File: src/hdl/scb_pkg.sv
// Shared types and constants for the segment cell binning block.
// Used by the divider, datapath, controller and top level; no dependencies.
package scb_pkg;

    localparam int GRID_MAX      = 64;
    localparam int MAX_CELLS_DEF = 64;

    localparam int COORD_W    = 32;
    localparam int SCALE_W    = 32;
    localparam int N_W        = 7;
    localparam int IDX_W      = 34;
    localparam int PROD_W     = 66;
    localparam int ID_W       = 12;
    localparam int CELL_W     = 6;
    localparam int STATUS_W   = 2;
    localparam int CFG_IDX_W  = 3;
    localparam int CFG_DATA_W = 32;

    localparam logic [CFG_IDX_W-1:0] CFG_GRID_X   = 3'd0;
    localparam logic [CFG_IDX_W-1:0] CFG_GRID_Y   = 3'd1;
    localparam logic [CFG_IDX_W-1:0] CFG_SCALE_X  = 3'd2;
    localparam logic [CFG_IDX_W-1:0] CFG_SCALE_Y  = 3'd3;
    localparam logic [CFG_IDX_W-1:0] CFG_PERIODIC = 3'd4;
    localparam logic [CFG_IDX_W-1:0] CFG_SHEAR    = 3'd5;

    localparam logic [STATUS_W-1:0] ST_OK       = 2'd0;
    localparam logic [STATUS_W-1:0] ST_CLAMPED  = 2'd1;
    localparam logic [STATUS_W-1:0] ST_TRUNC    = 2'd2;
    localparam logic [STATUS_W-1:0] ST_INVERTED = 2'd3;

    typedef enum logic [4:0] {
        CMD_NONE,
        CMD_CAPTURE,
        CMD_BOX,
        CMD_MUL_YLO,
        CMD_MUL_YHI,
        CMD_MUL_XLO,
        CMD_MUL_XHI,
        CMD_MUL_SHEAR,
        CMD_SET_YL,
        CMD_SET_YU,
        CMD_SET_XL,
        CMD_SET_XU,
        CMD_SET_JJ_RND,
        CMD_SET_JJ_YL,
        CMD_SET_II_RND,
        CMD_SET_II_XL,
        CMD_DIV_J,
        CMD_DIV_I,
        CMD_TAKE_J,
        CMD_TAKE_I,
        CMD_SHEAR,
        CMD_CLAMP,
        CMD_ROW_INIT,
        CMD_EMIT,
        CMD_MARK_INV,
        CMD_DRAIN
    } cmd_t;

    typedef struct packed {
        logic op_point;
        logic periodic;
        logic inv_box;
        logic inv_y;
        logic inv_x;
        logic inv_np;
        logic div_done;
        logic at_max;
        logic row_end;
        logic last_row;
        logic drain_done;
    } dp_status_t;

endpackage

File: src/hdl/scb_ctrl.sv
// Controller state machine of the cell binning block.
// Sequences the datapath through commands; depends on scb_pkg.
module scb_ctrl (
    input  logic                clk,
    input  logic                rst_n,
    input  logic                in_valid,
    output logic                in_ready,
    input  scb_pkg::dp_status_t status,
    output scb_pkg::cmd_t       cmd
);
    import scb_pkg::*;

    typedef enum logic [29:0] {
        S_IDLE   = 30'd1 << 0,
        S_BOX    = 30'd1 << 1,
        S_CHKBOX = 30'd1 << 2,
        S_MYLO   = 30'd1 << 3,
        S_SYL    = 30'd1 << 4,
        S_MYHI   = 30'd1 << 5,
        S_SYU    = 30'd1 << 6,
        S_CHKY   = 30'd1 << 7,
        S_PJJ    = 30'd1 << 8,
        S_JJYL   = 30'd1 << 9,
        S_DIVJ   = 30'd1 << 10,
        S_WAITJ  = 30'd1 << 11,
        S_TAKEJ  = 30'd1 << 12,
        S_MSH    = 30'd1 << 13,
        S_SHR    = 30'd1 << 14,
        S_MXLO   = 30'd1 << 15,
        S_PII    = 30'd1 << 16,
        S_SXL    = 30'd1 << 17,
        S_MXHI   = 30'd1 << 18,
        S_SXU    = 30'd1 << 19,
        S_CHK    = 30'd1 << 20,
        S_CLAMP  = 30'd1 << 21,
        S_RINIT  = 30'd1 << 22,
        S_IIXL   = 30'd1 << 23,
        S_DIVI   = 30'd1 << 24,
        S_WAITI  = 30'd1 << 25,
        S_TAKEI  = 30'd1 << 26,
        S_EMIT   = 30'd1 << 27,
        S_INV    = 30'd1 << 28,
        S_DRAIN  = 30'd1 << 29
    } state_t;

    state_t state_reg, state_next;

    assign in_ready = state_reg == S_IDLE;

    always_comb
    begin
        state_next = state_reg;
        cmd        = CMD_NONE;
        case (state_reg)
            S_IDLE:
            begin
                if (in_valid)
                begin
                    cmd        = CMD_CAPTURE;
                    state_next = S_BOX;
                end
            end
            S_BOX:
            begin
                cmd = CMD_BOX;
                if (!status.op_point && status.periodic)
                    state_next = S_CHKBOX;
                else
                    state_next = S_MYLO;
            end
            S_CHKBOX:
            begin
                state_next = status.inv_box ? S_INV : S_MYLO;
            end
            S_MYLO:
            begin
                cmd        = CMD_MUL_YLO;
                state_next = status.op_point ? S_PJJ : S_SYL;
            end
            S_SYL:
            begin
                cmd        = CMD_SET_YL;
                state_next = S_MYHI;
            end
            S_MYHI:
            begin
                cmd        = CMD_MUL_YHI;
                state_next = S_SYU;
            end
            S_SYU:
            begin
                cmd        = CMD_SET_YU;
                state_next = status.periodic ? S_CHKY : S_MXLO;
            end
            S_CHKY:
            begin
                state_next = status.inv_y ? S_INV : S_JJYL;
            end
            S_PJJ:
            begin
                cmd        = CMD_SET_JJ_RND;
                state_next = S_DIVJ;
            end
            S_JJYL:
            begin
                cmd        = CMD_SET_JJ_YL;
                state_next = S_DIVJ;
            end
            S_DIVJ:
            begin
                cmd        = CMD_DIV_J;
                state_next = S_WAITJ;
            end
            S_WAITJ:
            begin
                if (status.div_done)
                    state_next = S_TAKEJ;
            end
            S_TAKEJ:
            begin
                cmd        = CMD_TAKE_J;
                state_next = S_MSH;
            end
            S_MSH:
            begin
                cmd        = CMD_MUL_SHEAR;
                state_next = S_SHR;
            end
            S_SHR:
            begin
                cmd        = CMD_SHEAR;
                state_next = S_MXLO;
            end
            S_MXLO:
            begin
                cmd        = CMD_MUL_XLO;
                state_next = status.op_point ? S_PII : S_SXL;
            end
            S_PII:
            begin
                cmd        = CMD_SET_II_RND;
                state_next = S_DIVI;
            end
            S_SXL:
            begin
                cmd        = CMD_SET_XL;
                state_next = S_MXHI;
            end
            S_MXHI:
            begin
                cmd        = CMD_MUL_XHI;
                state_next = S_SXU;
            end
            S_SXU:
            begin
                cmd        = CMD_SET_XU;
                state_next = S_CHK;
            end
            S_CHK:
            begin
                if (status.periodic)
                    state_next = status.inv_x ? S_INV : S_IIXL;
                else
                    state_next = status.inv_np ? S_INV : S_CLAMP;
            end
            S_CLAMP:
            begin
                cmd        = CMD_CLAMP;
                state_next = S_RINIT;
            end
            S_RINIT:
            begin
                cmd        = CMD_ROW_INIT;
                state_next = S_EMIT;
            end
            S_IIXL:
            begin
                cmd        = CMD_SET_II_XL;
                state_next = S_DIVI;
            end
            S_DIVI:
            begin
                cmd        = CMD_DIV_I;
                state_next = S_WAITI;
            end
            S_WAITI:
            begin
                if (status.div_done)
                    state_next = S_TAKEI;
            end
            S_TAKEI:
            begin
                cmd        = CMD_TAKE_I;
                state_next = S_EMIT;
            end
            S_EMIT:
            begin
                cmd = CMD_EMIT;
                if (status.op_point || status.at_max)
                    state_next = S_DRAIN;
                else if (status.row_end)
                begin
                    if (status.last_row)
                        state_next = S_DRAIN;
                    else if (status.periodic)
                        state_next = S_MSH;
                end
            end
            S_INV:
            begin
                cmd        = CMD_MARK_INV;
                state_next = S_DRAIN;
            end
            S_DRAIN:
            begin
                cmd = CMD_DRAIN;
                if (status.drain_done)
                    state_next = S_IDLE;
            end
            default:
            begin
                state_next = S_IDLE;
            end
        endcase
    end

    always_ff @(posedge clk or negedge rst_n)
    begin
        if (!rst_n)
            state_reg <= S_IDLE;
        else
            state_reg <= state_next;
    end

endmodule

File: config.mk
export PLATFORM = sky130hd
export DESIGN_NAME = scb_ctrl
export DESIGN_NICKNAME = d
export VERILOG_FILES = /design/src/hdl/scb_pkg.sv /design/src/hdl/scb_ctrl.sv
export SDC_FILE = /design/constraint.sdc
export NUM_CORES = 1
export LEC_CHECK = 0
export ABC_AREA = 1
export CORE_UTILIZATION = 30
export CTS_CLUSTER_DIAMETER = 60
export CTS_CLUSTER_SIZE = 10
export DETAILED_ROUTE_END_ITERATION = 8
export DONT_BUFFER_PORTS = 1
export PLACE_DENSITY_LB_ADDON = 0.05
export RECOVER_POWER = 50
export SLEW_MARGIN = 20
export SYNTH_ARGS = -nofsm -noshare
export SYNTH_HDL_FRONTEND = slang
export SYNTH_SLANG_ARGS = --single-unit
File: constraint.sdc
create_clock -name clk -period 4.9 [get_ports clk]
set_input_delay 0.49 -clock clk [delete_from_list [all_inputs] [get_ports clk]]
set_output_delay 0.49 -clock clk [all_outputs]
set_load 0.005 [all_outputs]
Yosys cells after proc, flatten, opt, wreduce, memory -nomap -nowiden
Cells that the tools add are included. Widths: inputs -> output; s select.

Bits in registers: 30. Word-level logic and storage cells: 64. Output and inout port bits: 6. Bits of input ports: 14.

Reductions and logical operators: 7. Mux-type cells: 20. Equal/unequal tests: 36.

Operator list (count): $pmux 30 s27 (1); $mux 30 (8); $mux 29 (5); $pmux 5 s25 (1); $eq 30x1->1 const B (1); $eq 30x10->1 const B (1); $eq 30x11->1 const B (1); $eq 30x12->1 const B (1); $eq 30x13->1 const B (1); $eq 30x14->1 const B (1); $eq 30x15->1 const B (1); $eq 30x16->1 const B (1); $eq 30x17->1 const B (1); $eq 30x18->1 const B (1); $eq 30x19->1 const B (1); $eq 30x2->1 const B (1); $eq 30x20->1 const B (1); $eq 30x21->1 const B (1); $eq 30x22->1 const B (1); $eq 30x23->1 const B (1); $eq 30x24->1 const B (1); $eq 30x25->1 const B (1); $eq 30x26->1 const B (1); $eq 30x27->1 const B (1); other kinds (23) (28).

Logic depth before layout (Yosys ltp)
Word-level depth: 5. Gate-level depth with buffers: 13. Depth with buffers taken out: 13.

Worst setup path after synthesis
OpenSTA, ideal clock, no wires.

Kind: reg2out. Start point: reg state_reg[1]. End point: out cmd[1]. Arrival time: 1.464 ns. Path slack: 2.946 ns. Cell stages (with the launch flop): 12. Buffers on the path: 0. Data required time: 4.410 ns. Cell sequence: dfrtp_1 > nor2_1 > nand2_2 > nor2_4 > nand2_8 > nor2_4 > inv_2 > nor2_1 > nor2_1 > nand2_1 > nor2_1 > nand3b_1.

Cells in the longest elaborated chain, start to end: 2. Elaborated cells on any way between the ends: 26. Classes of those cells: eq/ne (25); mux (1).

RTL lines: start: declaration (RTL line scb_ctrl.sv:46) `state_t state_reg, state_next;`; start signal: assignment (RTL line scb_ctrl.sv:232) `state_reg <= state_next;`; $eq 30x30->1 (tied with other cells) (RTL line scb_ctrl.sv:54) `case (state_reg)`; $pmux 5 s25 * (RTL line scb_ctrl.sv:54); end: declaration (RTL line scb_ctrl.sv:9) `output scb_pkg::cmd_t cmd`.

Mark *: on every way between the ends. The rest lies on a longest branch, timed or not.

Worst setup path after layout
Ends and elaborated chain as after synthesis.

==> results.yml <==
worst_setup_path:
  required_ps: 4410
  reg2reg_slack_ps: 2600
  arrival_ps: 2480
  cp-startpoint: "state_reg[1]$_DFFE_PN0P_"
  reg2reg_depth: 12
  reg2reg_from: "state_reg[1]$_DFFE_PN0P_"
  start_kind: "flip-flop"
  crit_type: "flip-flop to output port"
  reg2reg_to: "state_reg[0]$_DFFE_PN1P_"
  path_max_fanout: 7
  end_kind: "output port"
routing:
  drtIter0Drc: 84
  dr.pass1.iters: 4
  viasPerCell: 4.751
  final_antenna_net_count: 0
  vias: 1853
  drc: 0
  drt-total-wl_um: 5767
  wl_per_cell_um: 14.79
layout:
  diodes: 0
  layout-drive-gt1-share_pct: 15.16
  fill_cells: 748
  areaGrowthSynthToFinish_pct: 7.421
  final_util_pct: 33.24
  largest_reg_flops: 30
  layout.nets: 323
global_route:
  grt_start_max_net_pins: 30
  grt_pass1_wl_um: 9418
  grt_overflow: 0
  antenna_found_initial: 0
  gr-usage-all-layers_pct: 17.46
  grt_pass1_vias: 1850
logic_synthesis:
  synth-seq-cells: 30
  synth_xor_xnor_area_share_pct: 0
  yosys.area_share.simple_pct: 50.93
  synth_cells: 302
  async_flop_share_pct: 100.0
  syn_area_sq_um: 2091
  synth_compound_area_share_pct: 3.950
  synth_top_family_by_area: "simple AND/OR/NAND/NOR gates"
  syn_nets: 316
  syn_avg_cell_area_sq_um: 6.923
  yosys.cell_count.top_type: "nor2_1"
  synth_top_area_share_pct: 34.71
  yosys-top-cells-area: "dfrtp_1 35%, nor2_1 13%, nand2_1 9.3%, inv_1 7.2%, nand3_1 4.8%"
  synthAdderAreaFrac_pct: 0
  ys_seq_area_share_pct: 35.97
  synth.area.mux_share_pct: 0
  synthDistinctLibCells: 33
  ys_warn_count: 0
  synth_common_cells: "74 x nor2_1, 52 x nand2_1, 40 x inv_1"
  synth-edff-count: 0
  yosysTopAreaCell: "dfrtp_1"
  dominantRegCellSynth: "dfrtp_1"
timing:
  skew_ps: 5.954
  relSlewSlack_pct: -10.05
  layout_worst_path_cycle_share_pct: 60.60
  post-route-min-period_ps: 2969
  worstMarginPinSlew_ps: 1651
  setup_tns_ps: 0
  setup_viol: 0
  finalMaxSlewViolations: 30
  rsz0062_at_grt: "false"
  hold_viol_final: 0
  max_freq_mhz: 336.8
clocking:
  clk_pin_slew_worst_paths_ps: 60
  post-cts-setup-buffer-count: 0
  cts-resized-gates: 0
  cts_max_path_buffers: 2
  cts_htree_levels: 2
  clock-sinks: 30
  clock_latency_ps: 280
  cts_tree: "yes"
  root_buffer: "clkbuf_8"
  cts_buffers: 5
floorplanning:
  die_w_um: 85.48
  fp-row-count: 30
  die_y_um: 85.48
  core_sq_um: 6756
  pin_count: 20
  initial_core_util_pct: 30.94
  dieArea_sq_um: 7307
power_and_ir_drop:
  ir_drop_v: 0.0001214
  power_density_nw_per_um2: 321.2
  p_leak_nw: 1.183
run:
  maxCapViolCount: 1
place:
  portBuffers: 0
  dp_hpwl_um: 4735
  gp_congestion: 0.8086
min_path:
  min_path_type: "primary input to asynchronous set/reset pin"
run_status:
  violations: "max-capacitance violations, max-slew violations"
  status: "finished, violations left"
## cell usage in the layout, fill, tap and decap left out, types with 2 or more instances in the layout
| cell type | count |
|---|---|
| a21oi_1 | 4 |
| clkbuf_1 | 4 |
| clkbuf_8 | 5 |
| dfrtp_1 | 29 |
| inv_1 | 40 |
| inv_2 | 8 |
| nand2_1 | 53 |
| nand2_2 | 5 |
| nand2_4 | 2 |
| nand3_1 | 20 |
| nand3b_1 | 3 |
| nand4_1 | 10 |
| nor2_1 | 76 |
| nor2_2 | 15 |
| nor2_4 | 5 |
| nor3_1 | 10 |
| o21ai_0 | 2 |
| o21ai_1 | 2 |
| o22ai_1 | 2 |
## worst max path at each step
stage,to,slack (ps),cells after the start
2_1_floorplan,cmd[1],2950,11
3_3_place_gp,cmd[0],2420,9
3_5_place_dp,cmd[0],2480,9
4_1_cts,cmd[0],2160,9
5_1_grt,cmd[1],1690,11
6_report,cmd[1],1930,11
## report_power, final
group	total (mW)	switching (mW)	leakage [nW]	internal [mW]
registers	0.273	0.00896	0.414	0.264
clock network	0.192	0.0910	0.0395	0.101
logic	0.256	0.183	0.729	0.0730
## worst max-delay path, stage by stage, from the launching register on
cell      delay [ps]
dfrtp_1          390
nor2_1           180
nand2_1          140
nor2_1           520
nand2_8          120
nor2_1           250
inv_2             80
nor2_1           150
nor2_1           100
nand2_1          100
nor2_1            60
nand3b_1         110
## logic make-up after synthesis
family          count (synthesis)
simple gates                  209
flops                          30
compound gates                 14
buf+inv                        49
## cell type report
cell class,instances,area [sq um],area share (%)
clock buffers,8,80.08,3.565
inverters,48,180.2,8.022
multi-input cells,223,1130,50.31
flip-flops and latches,30,752.0,33.48
well taps,80,100.1,4.457
repair buffers,1,3.754,0.1671
## timing repair
item / in CTS / in global routing
hold endpoints to repair: 29 / 0
setup endpoints to repair: 0 / 0
hold buffers: 1 / 0
## through the flow
step / total power, mW / std cells / setup WS (ps) / cell area (sq um) / hold slack (ps)
floorplan: 0.4857 / 302 / 2946 / 2091 / 194.4
finish: 0.7213 / 390 / 1931 / 2246 / 50.84
global route: 0.7755 / 390 / 1694 / 2246 / 33.80
global placement: 0.5458 / 381 / 2420 / 2180 / 195.3
CTS: 0.7459 / 390 / 2158 / 2280 / 32.24
detailed placement: 0.5425 / 381 / 2479 / 2180 / 195.7
## routing by layer
| layer | track usage, % | share of wire (%) | up-vias |
|---|---|---|---|
| met5 | 0 | 0 | - |
| met4 | 5.000 | 1.1 | 0 |
| met3 | 3.113 | 4.3 | 4 |
| met2 | 27.71 | 45 | 34 |
| met1 | 24.29 | 50 | 856 |
| li1 | - | - | 959 |
(Power assumes the default switching activity.)
